## config.mk

```make
export PLATFORM = sky130hd
export DESIGN_NAME = utf8_to_utf16_transcoder_top
export DESIGN_NICKNAME = d
export VERILOG_FILES = /design/src/rtl/core/utt_pkg.sv /design/src/rtl/core/utt_in_stage.sv /design/src/rtl/core/utt_decode.sv /design/src/rtl/core/utt_out_buf.sv /design/src/rtl/core/utf8_to_utf16_transcoder_top.sv
export SDC_FILE = /design/constraint.sdc
export NUM_CORES = 1
export LEC_CHECK = 0
export BUFFER_PORTS_ARGS = -buffer_cell sky130_fd_sc_hd__buf_2
export CORE_MARGIN = 8
export CORE_UTILIZATION = 43
export CTS_CLUSTER_SIZE = 12
export DETAILED_ROUTE_END_ITERATION = 10
export MAX_ROUTING_LAYER = met4
export PLACE_DENSITY = 0.58
export SLEW_MARGIN = 20
export SYNTH_ARGS = -nofsm -noshare
export SYNTH_HDL_FRONTEND = slang
export SYNTH_SLANG_ARGS = --single-unit
```

## constraint.sdc

```tcl
create_clock -name clk -period 20 [get_ports clk]
set_clock_uncertainty 0.1 [all_clocks]
set_input_delay 4 -clock clk [delete_from_list [all_inputs] [get_ports clk]]
set_output_delay 4 -clock clk [all_outputs]
set_load 0.03 [all_outputs]
```

## src/rtl/core/utt_pkg.sv

```systemverilog
`timescale 1ns / 1ps
// ----------------------------------------------------------------------------
// utt_pkg
// Shared beat types, decode state, result bundle and byte class helpers for
// the UTF-8 to UTF-16 transcoder.
// ----------------------------------------------------------------------------
package utt_pkg;

	// Most code units one input byte can produce
	localparam int MAX_UNITS = 4;
	// Held bytes of a partial sequence
	localparam int HOLD_DEPTH = 3;

	// Byte class masks and patterns
	localparam logic [7:0] CONT_MASK  = 8'hC0;
	localparam logic [7:0] CONT_VAL   = 8'h80;
	localparam logic [7:0] LEAD2_MASK = 8'hE0;
	localparam logic [7:0] LEAD2_VAL  = 8'hC0;
	localparam logic [7:0] LEAD3_MASK = 8'hF0;
	localparam logic [7:0] LEAD3_VAL  = 8'hE0;
	localparam logic [7:0] LEAD4_MASK = 8'hF8;
	localparam logic [7:0] LEAD4_VAL  = 8'hF0;

	// Sequence lengths a lead byte asks for
	localparam logic [2:0] SEQ_NONE = 3'd0;
	localparam logic [2:0] SEQ_LEN2 = 3'd2;
	localparam logic [2:0] SEQ_LEN3 = 3'd3;
	localparam logic [2:0] SEQ_LEN4 = 3'd4;

	// Surrogate bases and supplementary plane start
	localparam logic [15:0] SURR_HI   = 16'hD800;
	localparam logic [15:0] SURR_LO   = 16'hDC00;
	localparam logic [19:0] SUPP_BASE = 20'h10000;

	// Input beat
	typedef struct packed {
		logic [7:0] input_byte;
		logic       last_byte;
	} in_beat_t;

	// Output beat
	typedef struct packed {
		logic [15:0] code_unit;
		logic        run_last;
		logic        text_done;
		logic [15:0] unit_count;
	} out_beat_t;

	// Units produced by one byte, handed from decoder to output buffer
	typedef struct packed {
		logic [MAX_UNITS-1:0][15:0] units;
		logic [2:0]                 n;
		logic [15:0]                first_count;
		logic                       last;
	} res_t;

	// Decoder state
	typedef struct packed {
		logic [HOLD_DEPTH-1:0][7:0] pb;
		logic [1:0]                 pcnt;
		logic [2:0]                 slen;
		logic [15:0]                units_emitted;
	} dec_state_t;

	// Length of the sequence a byte opens, SEQ_NONE when it opens none
	function automatic logic [2:0] lead_len(input logic [7:0] b);
		logic [2:0] len;
		len = SEQ_NONE;
		if ((b & LEAD2_MASK) == LEAD2_VAL)
			len = SEQ_LEN2;
		else if ((b & LEAD3_MASK) == LEAD3_VAL)
			len = SEQ_LEN3;
		else if ((b & LEAD4_MASK) == LEAD4_VAL)
			len = SEQ_LEN4;
		return len;
	endfunction

	// Append one unit to a result bundle, dropping anything past the limit
	function automatic res_t push_unit(input res_t r, input logic [15:0] u);
		res_t t;
		t = r;
		if (t.n < 3'(MAX_UNITS)) begin
			t.units[t.n[1:0]] = u;
			t.n = t.n + 3'd1;
		end
		return t;
	endfunction

endpackage

```

## src/rtl/core/utt_in_stage.sv

```systemverilog
`timescale 1ns / 1ps
// ----------------------------------------------------------------------------
// utt_in_stage
// Input register: captures one byte beat and holds it until the decoder
// takes it.
// ----------------------------------------------------------------------------
module utt_in_stage (
	input  logic               clk,
	input  logic               arst_n,
	input  logic               in_valid,
	output logic               in_ready,
	input  utt_pkg::in_beat_t  in_data,
	input  logic               advance,
	output logic               valid_s1,
	output utt_pkg::in_beat_t  data_s1
);

	// Accept whenever the slot is empty or drains this cycle
	assign in_ready = !valid_s1 || advance;

	// Track occupancy
	always_ff @(posedge clk or negedge arst_n) begin
		if (!arst_n) begin
			valid_s1 <= 1'b0;
		end else if (in_ready) begin
			valid_s1 <= in_valid;
		end
	end

	// Capture payload
	always_ff @(posedge clk) begin
		if (in_valid && in_ready) begin
			data_s1 <= in_data;
		end
	end

endmodule

```

## src/rtl/core/utt_decode.sv

```systemverilog
`timescale 1ns / 1ps
// ----------------------------------------------------------------------------
// utt_decode
// Sequence tracker: holds a partial UTF-8 sequence and turns each byte into
// zero to four UTF-16 units in a single pass.
// ----------------------------------------------------------------------------
module utt_decode (
	input  logic               clk,
	input  logic               arst_n,
	input  logic               advance,
	input  utt_pkg::in_beat_t  data_s1,
	output utt_pkg::res_t      res
);

	utt_pkg::dec_state_t st_q;
	utt_pkg::dec_state_t st_d;

	logic [7:0]  b;
	logic        cont;
	logic        fresh;
	logic [2:0]  len;
	logic [5:0]  c;
	logic [20:0] cp;
	logic [19:0] off;

	assign b    = data_s1.input_byte;
	assign cont = (b & utt_pkg::CONT_MASK) == utt_pkg::CONT_VAL;
	assign len  = utt_pkg::lead_len(b);
	assign c    = b[5:0];

	// Nothing usable held: start over at this byte
	assign fresh = (st_q.pcnt == 2'd0) || (st_q.slen < utt_pkg::SEQ_LEN2) ||
		(st_q.slen > utt_pkg::SEQ_LEN4) || ({1'b0, st_q.pcnt} >= st_q.slen);

	// Assemble the code point from the held bytes and this continuation
	always_comb begin
		case (st_q.slen)
			utt_pkg::SEQ_LEN2: cp = {10'd0, st_q.pb[0][4:0], c};
			utt_pkg::SEQ_LEN3: cp = {5'd0, st_q.pb[0][3:0], st_q.pb[1][5:0], c};
			default: cp = {st_q.pb[0][2:0], st_q.pb[1][5:0], st_q.pb[2][5:0], c};
		endcase
	end

	assign off = cp[19:0] - utt_pkg::SUPP_BASE;

	// Build the unit list and the next state
	always_comb begin
		utt_pkg::res_t r;
		utt_pkg::dec_state_t s;
		r = '0;
		s = st_q;
		r.first_count = st_q.units_emitted + 16'd1;
		r.last = data_s1.last_byte;

		// Broken sequence or stale hold: drop held bytes out raw
		if (st_q.pcnt != 2'd0 && (fresh || !cont)) begin
			for (int i = 0; i < utt_pkg::HOLD_DEPTH; i++) begin
				if (2'(i) < st_q.pcnt)
					r = utt_pkg::push_unit(r, {8'h00, st_q.pb[i]});
			end
			s.pcnt = 2'd0;
			s.slen = utt_pkg::SEQ_NONE;
		end

		if (fresh || !cont) begin
			// Open a sequence or pass the byte through
			if (len == utt_pkg::SEQ_NONE) begin
				r = utt_pkg::push_unit(r, {8'h00, b});
			end else begin
				s.pb[0] = b;
				s.pcnt = 2'd1;
				s.slen = len;
			end
		end else if ({1'b0, st_q.pcnt} + 3'd1 == st_q.slen) begin
			// Sequence complete: one unit or a surrogate pair
			if (cp[20:16] != 5'd0) begin
				r = utt_pkg::push_unit(r, utt_pkg::SURR_HI + {6'd0, off[19:10]});
				r = utt_pkg::push_unit(r, utt_pkg::SURR_LO + {6'd0, off[9:0]});
			end else begin
				r = utt_pkg::push_unit(r, cp[15:0]);
			end
			s.pcnt = 2'd0;
			s.slen = utt_pkg::SEQ_NONE;
		end else begin
			// Hold the continuation byte
			if (st_q.pcnt != 2'd3)
				s.pb[st_q.pcnt] = b;
			s.pcnt = st_q.pcnt + 2'd1;
		end

		// End of text: flush what is still held and start the count over
		if (data_s1.last_byte) begin
			for (int i = 0; i < utt_pkg::HOLD_DEPTH; i++) begin
				if (2'(i) < s.pcnt)
					r = utt_pkg::push_unit(r, {8'h00, s.pb[i]});
			end
			s.pcnt = 2'd0;
			s.slen = utt_pkg::SEQ_NONE;
			s.pb = '0;
			s.units_emitted = 16'd0;
		end else begin
			s.units_emitted = st_q.units_emitted + {13'd0, r.n};
		end

		res = r;
		st_d = s;
	end

	// Advance state when the byte leaves the input register
	always_ff @(posedge clk or negedge arst_n) begin
		if (!arst_n) begin
			st_q <= '0;
		end else if (advance) begin
			st_q <= st_d;
		end
	end

endmodule

```

## src/rtl/core/utt_out_buf.sv

```systemverilog
`timescale 1ns / 1ps
// ----------------------------------------------------------------------------
// utt_out_buf
// Result register: holds the units of one byte and sends them one beat at
// a time, with position flags and the running unit count.
// ----------------------------------------------------------------------------
module utt_out_buf (
	input  logic               clk,
	input  logic               arst_n,
	input  logic               load,
	input  utt_pkg::res_t      res,
	output logic               buf_free,
	output logic               out_valid,
	input  logic               out_ready,
	output utt_pkg::out_beat_t out_data
);

	logic [utt_pkg::MAX_UNITS-1:0][15:0] units_q;
	logic [2:0]  rem_q;
	logic [1:0]  rd_q;
	logic [15:0] count_q;
	logic        last_q;
	logic        pop;

	assign out_valid = rem_q != 3'd0;
	assign pop       = out_valid && out_ready;
	// Room for a new set once the last held beat goes out
	assign buf_free  = (rem_q == 3'd0) || (rem_q == 3'd1 && out_ready);

	// Drive the current beat
	always_comb begin
		out_data.code_unit  = units_q[rd_q];
		out_data.run_last   = rem_q == 3'd1;
		out_data.text_done  = (rem_q == 3'd1) && last_q;
		out_data.unit_count = count_q;
	end

	// Track remaining beats and read position
	always_ff @(posedge clk or negedge arst_n) begin
		if (!arst_n) begin
			rem_q <= 3'd0;
			rd_q  <= 2'd0;
		end else if (load && res.n != 3'd0) begin
			rem_q <= res.n;
			rd_q  <= 2'd0;
		end else if (pop) begin
			rem_q <= rem_q - 3'd1;
			rd_q  <= rd_q + 2'd1;
		end
	end

	// Hold payload and advance the unit count
	always_ff @(posedge clk) begin
		if (load && res.n != 3'd0) begin
			units_q <= res.units;
			count_q <= res.first_count;
			last_q  <= res.last;
		end else if (pop) begin
			count_q <= count_q + 16'd1;
		end
	end

endmodule

```

## src/rtl/core/utf8_to_utf16_transcoder_top.sv

```systemverilog
`timescale 1ns / 1ps
// ----------------------------------------------------------------------------
// utf8_to_utf16_transcoder_top
// UTF-8 byte stream in, UTF-16 code units out.
// ----------------------------------------------------------------------------
// Input channel in_valid/in_ready/in_data carries one text byte per beat with
// last_byte set on the final byte of a text. Output channel
// out_valid/out_ready/out_data carries one code unit per beat with run_last
// on the last unit caused by a byte, text_done on the final unit of a text,
// and unit_count counting units within the text (wraps at 16 bits).
// A byte moves from the input register to the result register. Throughput:
// one byte per cycle while each byte yields at most one unit and out_ready
// holds; a byte with k units holds the result register until all k leave
// (surrogate pairs, broken sequences, end-of-text flush; up to 4). The
// single-entry result register drains one unit per cycle while out_ready
// holds. Bytes that only extend a held sequence yield no beat.
// Reset clears the held sequence, the unit count and both valid flags.
// When the receiver stalls, the current beat holds, the input register
// fills and in_ready drops until the result register frees up.
// ----------------------------------------------------------------------------
module utf8_to_utf16_transcoder_top (
	input  logic               clk,
	input  logic               arst_n,
	input  logic               in_valid,
	output logic               in_ready,
	input  utt_pkg::in_beat_t  in_data,
	output logic               out_valid,
	input  logic               out_ready,
	output utt_pkg::out_beat_t out_data
);

	logic              valid_s1;
	utt_pkg::in_beat_t data_s1;
	logic              buf_free;
	logic              advance;
	utt_pkg::res_t     res;

	// Move a byte from input register into the result register
	assign advance = valid_s1 && buf_free;

	utt_in_stage u_in (
		.clk      (clk),
		.arst_n   (arst_n),
		.in_valid (in_valid),
		.in_ready (in_ready),
		.in_data  (in_data),
		.advance  (advance),
		.valid_s1 (valid_s1),
		.data_s1  (data_s1)
	);

	utt_decode u_dec (
		.clk     (clk),
		.arst_n  (arst_n),
		.advance (advance),
		.data_s1 (data_s1),
		.res     (res)
	);

	utt_out_buf u_out (
		.clk       (clk),
		.arst_n    (arst_n),
		.load      (advance),
		.res       (res),
		.buf_free  (buf_free),
		.out_valid (out_valid),
		.out_ready (out_ready),
		.out_data  (out_data)
	);

endmodule

```

; Word level (Yosys, flattened, before mapping)
; Cells that the tools add are included.
[totals]
input_bits = 13
regBits = 141
output_inout_bits = 36
word_cells = 183
[classes]
n_eq_ne = 9
add_sub_neg = 17
n_mux = 76
reduce_logical = 31
magnitude_cmp = 33
[ops]
columns = operator, count
row1 = $mux W84, 15
row2 = $mux W67, 12
row3 = $bwmux W64, 9
row4 = $demux W16 S2, 7
row5 = $mux W16, 12
row6 = $mux W24, 2
row7 = $pmux W21 S2, 1
row8 = $add A15 B11 Y16 const A, 2
row9 = $add A16 B1 Y16 const B, 2
row10 = $bmux W16 S2, 1
row11 = $mux W29, 1
row12 = $mux W28, 1
row13 = $lt A2 B3 Y1 const B, 9
row14 = $mux W13, 2
row15 = $bwmux W24, 1
row16 = $add A3 B1 Y3 const B, 7
row17 = $lt A3 B3 Y1 const B, 7
row18 = $sub A20 B17 Y20 const B, 1
row19 = $mux W3, 6
row20 = $add A16 B3 Y16, 1
row21 = $demux W8 S2, 1
row22 = $ge A2 B1 Y1 const B, 8
row23 = $logic_and A1 B1 Y1, 15
row24 = $lt A1 B2 Y1 const A, 4
row25 = other kinds (25), 39

; Logic depth before layout (Yosys ltp)
[depth]
word_depth = 68
mapped_depth = 43
depth_no_buf = 35

; Modules after synthesis
; From an unflattened synthesis, not the netlist that was laid out.
[hier_totals]
hier_cells = 1077
area_unflattened_um2 = 10132.2
[by_module_without_submodules]
columns = mod, area_per_inst_um2, seq_area_each_um2, n_inst, cells_each
row1 = utt_decode, 6182.2, 1126.1, 1, 851
row2 = utt_out_buf, 3619.7, 2557.5, 1, 212
row3 = utt_in_stage, 324.1, 295.3, 1, 13
row4 = utf8_to_utf16_transcoder_top, 6.3, 0.0, 1, 1

; Worst setup path before layout
; No wires, ideal clock.
[synth_path]
path_kind = input -> output
startpoint = input out_ready
endpoint = output in_ready
required_time_ps = 15900
setup_slack_ps = 11071
t_arrival_ps = 4829
stages = 2
path_cell_list = a21oi_1 o21ai_0
[synth_between]
elab_chain_cells = 4
[synth_lines]
columns = item, line_no
row1 = "start, declared", utf8_to_utf16_transcoder_top.sv:28  ; input logic out_ready,
row2 = $logic_and A1 B1 Y1, utt_out_buf.sv:28  ; assign buf_free = (rem_q == 3'd0) || (rem_q == 3'd1 && out_ready);
row3 = $logic_or A1 B1 Y1, utt_out_buf.sv:28
row4 = $logic_and A1 B1 Y1, utf8_to_utf16_transcoder_top.sv:39  ; assign advance = valid_s1 && buf_free;
row5 = $logic_or A1 B1 Y1, utt_in_stage.sv:19  ; assign in_ready = !valid_s1 || advance;
row6 = "end, declared", utf8_to_utf16_transcoder_top.sv:25  ; output logic in_ready,
; No other way between the ends.

; Final worst setup path
[layout_path]
startpoint = register u_dec.st_q[20] (netlist bit)
endpoint = register u_out.count_q[14], data pin
[layout_between]
elab_chain_cells = 36
[layout_lines]
columns = item, line_no
row1 = "start, declared", utt_decode.sv:15  ; utt_pkg::dec_state_t st_q;
row2 = "start signal, assigned", utt_decode.sv:114  ; st_q <= st_d;
row3 = $lt A1 B2 Y1, utt_decode.sv:58  ; if (2'(i) < st_q.pcnt)
row4 = $mux W28, utt_decode.sv:58
row5 = $mux W84, utt_decode.sv:56  ; if (st_q.pcnt != 2'd0 && (fresh || !cont)) begin
row6 = $add A3 B1 Y3 / $lt A3 B3 Y1 (equally long branches), "utt_pkg.sv:84, utt_pkg.sv:82"
row7 = $mux W67, utt_pkg.sv:82  ; if (t.n < 3'(MAX_UNITS)) begin
row8 = $mux W84, utt_decode.sv:58
row9 = $mux W84, utt_decode.sv:56
row10 = $add A3 B1 Y3 / $lt A3 B3 Y1 (equally long branches), "utt_pkg.sv:84, utt_pkg.sv:82"
row11 = [... 20 more ...], --
row12 = $mux W84, utt_decode.sv:92  ; if (data_s1.last_byte) begin
row13 = $add A3 B1 Y3 / $lt A3 B3 Y1 (equally long branches), "utt_pkg.sv:84, utt_pkg.sv:82"
row14 = $mux W67, utt_pkg.sv:82
row15 = $mux W84, utt_decode.sv:94  ; if (2'(i) < s.pcnt)
row16 = $mux W84 (*), utt_decode.sv:92
row17 = $reduce_bool A3 Y1, utt_out_buf.sv:54  ; if (load && res.n != 3'd0) begin
row18 = $logic_and A1 B1 Y1, utt_out_buf.sv:54
row19 = $mux W16 (*), utt_out_buf.sv:54
row20 = "end signal, assigned", utt_out_buf.sv:56  ; count_q <= res.first_count;
row21 = "end signal, assigned", utt_out_buf.sv:59  ; count_q <= count_q + 16'd1;
row22 = "end, declared", utt_out_buf.sv:21  ; logic [15:0] count_q;
; Mark *: on every way between the ends. The rest lies on a longest branch, timed or not. The select of a mux whose other input is x is not followed.
; A chain may end at the register's enable or synchronous reset.

==> flow_summary.json <==
{
  "slew_violations": 0,
  "first_pass_iters": 5,
  "initial_core_util": 0.4365,
  "antenna_found_initial": 0,
  "ys_seq_area_frac": 0.3770,
  "slowest_stage": "dfrtp_1",
  "utilization": 0.4780,
  "synthAdderAreaFrac": 0.04458,
  "cts_max_level": 4,
  "synth_warnings": 0,
  "tritoncts": "yes",
  "yosysTopAreaCellShare": 0.2561,
  "synth_compound_area_frac": 0.2384,
  "syn_nets": 1301,
  "grt_pass1_wl_um": 61420,
  "internal_power_uw": 855.9,
  "synth_cells": 1251,
  "arrival_ps": 10020,
  "antenna_cells": 0,
  "synth_edf_count": 90,
  "p_seq_frac": 0.331,
  "path_buf_inv": 6,
  "total_power_mw": 1.609,
  "max_freq_mhz": 101.7,
  "crit_family": "simple AND/OR/NAND/NOR gates",
  "finalSetupViolations": 0,
  "vias_per_cell": 6.475,
  "totalWireLength_um": 39850,
  "avgSynthCellArea_um2": 8.435,
  "p_sw_uw": 753.3,
  "startpoint_type": "flop",
  "grt_pass1_vias": 9820,
  "cts.path.max_buffers": 2,
  "cts_buffers": 17,
  "clock_sinks": 141,
  "drv_cap": 0,
  "numPortBuffers": 48,
  "async_flop_share": 0.3617,
  "synthTopCellsByCount": "180 x nand2_1, 124 x nor2_1, 117 x a21oi_1, 110 x o21ai_0, 90 x edfxtp_1",
  "gr-total-overflow": 0,
  "power.density_nw_per_um2": 139.2,
  "p_leak_nw": 4.206,
  "nets": 1297,
  "place_hpwl_um": 28650,
  "drtIter0Drc": 1463,
  "netlist_area_um2": 10550,
  "cp-end-kind": "flop",
  "synth_top_family_by_area": "compound AO/OA/AOI/OAI gates",
  "yosys.area_share.simple": 0.1993,
  "setup_tns_ps": 0,
  "syn2layout_area_growth_pct": 9.509,
  "holdBufCountCts": 0,
  "path_clk_slew_ps": 80,
  "grt_max_degree": 75,
  "setup.worst_path.class": "flop to flop",
  "cts-resized-gates": 0,
  "synth_xor_area_frac": 0.03569,
  "io_pins": 49,
  "synthTopCellsByArea": "edfxtp_1 26%, dfrtp_1 12%, nand2_1 6.4%",
  "status": "complete, no violations",
  "ys_ff_latch": 141,
  "cp_max_fo": 26,
  "synth.mux.area_fraction": 0.05940,
  "grt_usage": 0.2709,
  "rows": 57,
  "pwr-share-comb": 0.461,
  "routedWlPerCell_um": 25.16,
  "synth_area_leader_cell": "edfxtp_1",
  "fin_crit_sh": 0.4917,
  "ir_drop_mv": 0.07838,
  "core_um2": 24180,
  "synth_top_flop_cell": "edfxtp_1",
  "sw_frac_of_total": 0.4681,
  "die-area_um2": 29810,
  "rsz0062_at_grt": "false",
  "p_clk_frac": 0.208,
  "nFillCells": 2354,
  "period_needed_ps": 9835,
  "cpPeakStageDelay_ps": 670,
  "ant_nets": 0,
  "cts-root-buf": "clkbuf_16",
  "finalHoldViolations": 0,
  "slew_headroom": 0.2838,
  "fp.dieH_um": 172.7,
  "gp_congestion": 1.018,
  "vias": 10260,
  "rrSetupSlack_ps": 10170,
  "worst_pin_slew_ps": 1061,
  "drc": 0,
  "die_w_um": 172.7,
  "min_path_type": "flop to flop",
  "clkLatencyLatePin_ps": 440,
  "yosysMostFrequentCell": "nand2_1",
  "synth.distinct_cells": 82,
  "cp.required_ps": 20190,
  "post_cts_buffers": 0,
  "final_layout_size_suffix_gt1_frac": 0.1079
}
==> state kept, by name (all words and copies together) (netlist names) <==
name / cells
u_out.units_q: 64
u_dec.st_q: 45
u_out.count_q: 16
u_in.data_s1: 9
u_out.rem_q: 3
u_out.rd_q: 2
u_in.valid_s1: 1
u_out.last_q: 1
==> per-stage QoR <==
step,hold slack [ps],worst slack [ps],cell area (um2),std cells
5_1_grt,452.8,9189,11560,1584
3_5_place_dp,421.1,10360,10960,1552
3_3_place_gp,417.4,10700,10960,1552
6_report,433.2,10170,11560,1584
4_1_cts,437.8,10340,11560,1584
2_1_floorplan,372.0,11070,10550,1251
==> power groups by stage <==
stage	clock network, mW	registers [mW]	logic [mW]
final	0.335	0.533	0.741
after global routing	0.350	0.546	0.809
after CTS	0.337	0.531	0.740
after detailed placement	0	0.537	0.738
after global placement	0	0.534	0.731
after floorplan	0	0.526	0.522
==> cell type report <==
| type | count | area [um2] | share of cell area |
|---|---|---|---|
| repair buffers | 66 | 375.4 | 0.03248 |
| clock inverters | 15 | 168.9 | 0.01462 |
| clock buffers | 17 | 425.4 | 0.03681 |
| well taps | 324 | 405.4 | 0.03508 |
| flip-flops and latches | 141 | 3979 | 0.3443 |
| inverters | 28 | 105.1 | 0.009095 |
| multi-input cells | 993 | 6097 | 0.5276 |
==> layer usage <==
| layer | track usage | routed length [um] | part of all wire |
|---|---|---|---|
| met1 | 0.3518 | 16770 | 0.42 |
| met2 | 0.4111 | 17710 | 0.44 |
| met3 | 0.04269 | 3457 | 0.087 |
| met4 | 0.1261 | 1908 | 0.048 |
| met5 | - | 0 | 0 |
==> cells by family after synthesis <==
family / after synthesis
buf+inv: 117
mux: 42
xor+xnor: 43
compound gates: 405
fa+ha+maj: 37
simple gates: 466
flops: 141
==> layout by cell type (no fill, tap or decap), types with 5 or more instances in the layout <==
master	n
nand3_1	48
nand4_1	9
buf_2	48
nand2b_1	9
and3_1	13
mux2i_1	23
nand2_1	180
or3_1	11
o21a_1	6
o21ai_0	110
nor3_1	25
xor2_1	19
dfrtp_1	51
a21oi_1	117
a22oi_1	19
clkbuf_16	17
ha_1	36
edfxtp_1	90
o31ai_1	5
and2_1	24
inv_8	6
o211ai_1	10
mux4_2	16
inv_1	27
nor2_1	124
a221oi_1	11
xnor2_1	24
o22ai_1	29
a211oi_1	6
o21ai_1	13
buf_4	18
a31oi_1	17
a32oi_1	13
==> final timing paths <==
path	from	end	depth (start not counted)
min in group asynchronous	arst_n	u_out.rd_q[1]	2
min reg2reg	u_out.rem_q[0]	u_out.rem_q[0]	1
max reg2reg	u_dec.st_q[20]	u_out.count_q[14]	33
min	u_out.rem_q[0]	u_out.rem_q[0]	1
max in group asynchronous	arst_n	u_dec.st_q[19]	2
max	u_dec.st_q[20]	u_out.count_q[14]	33
Note: power is estimated with default switching activity, not from simulation.
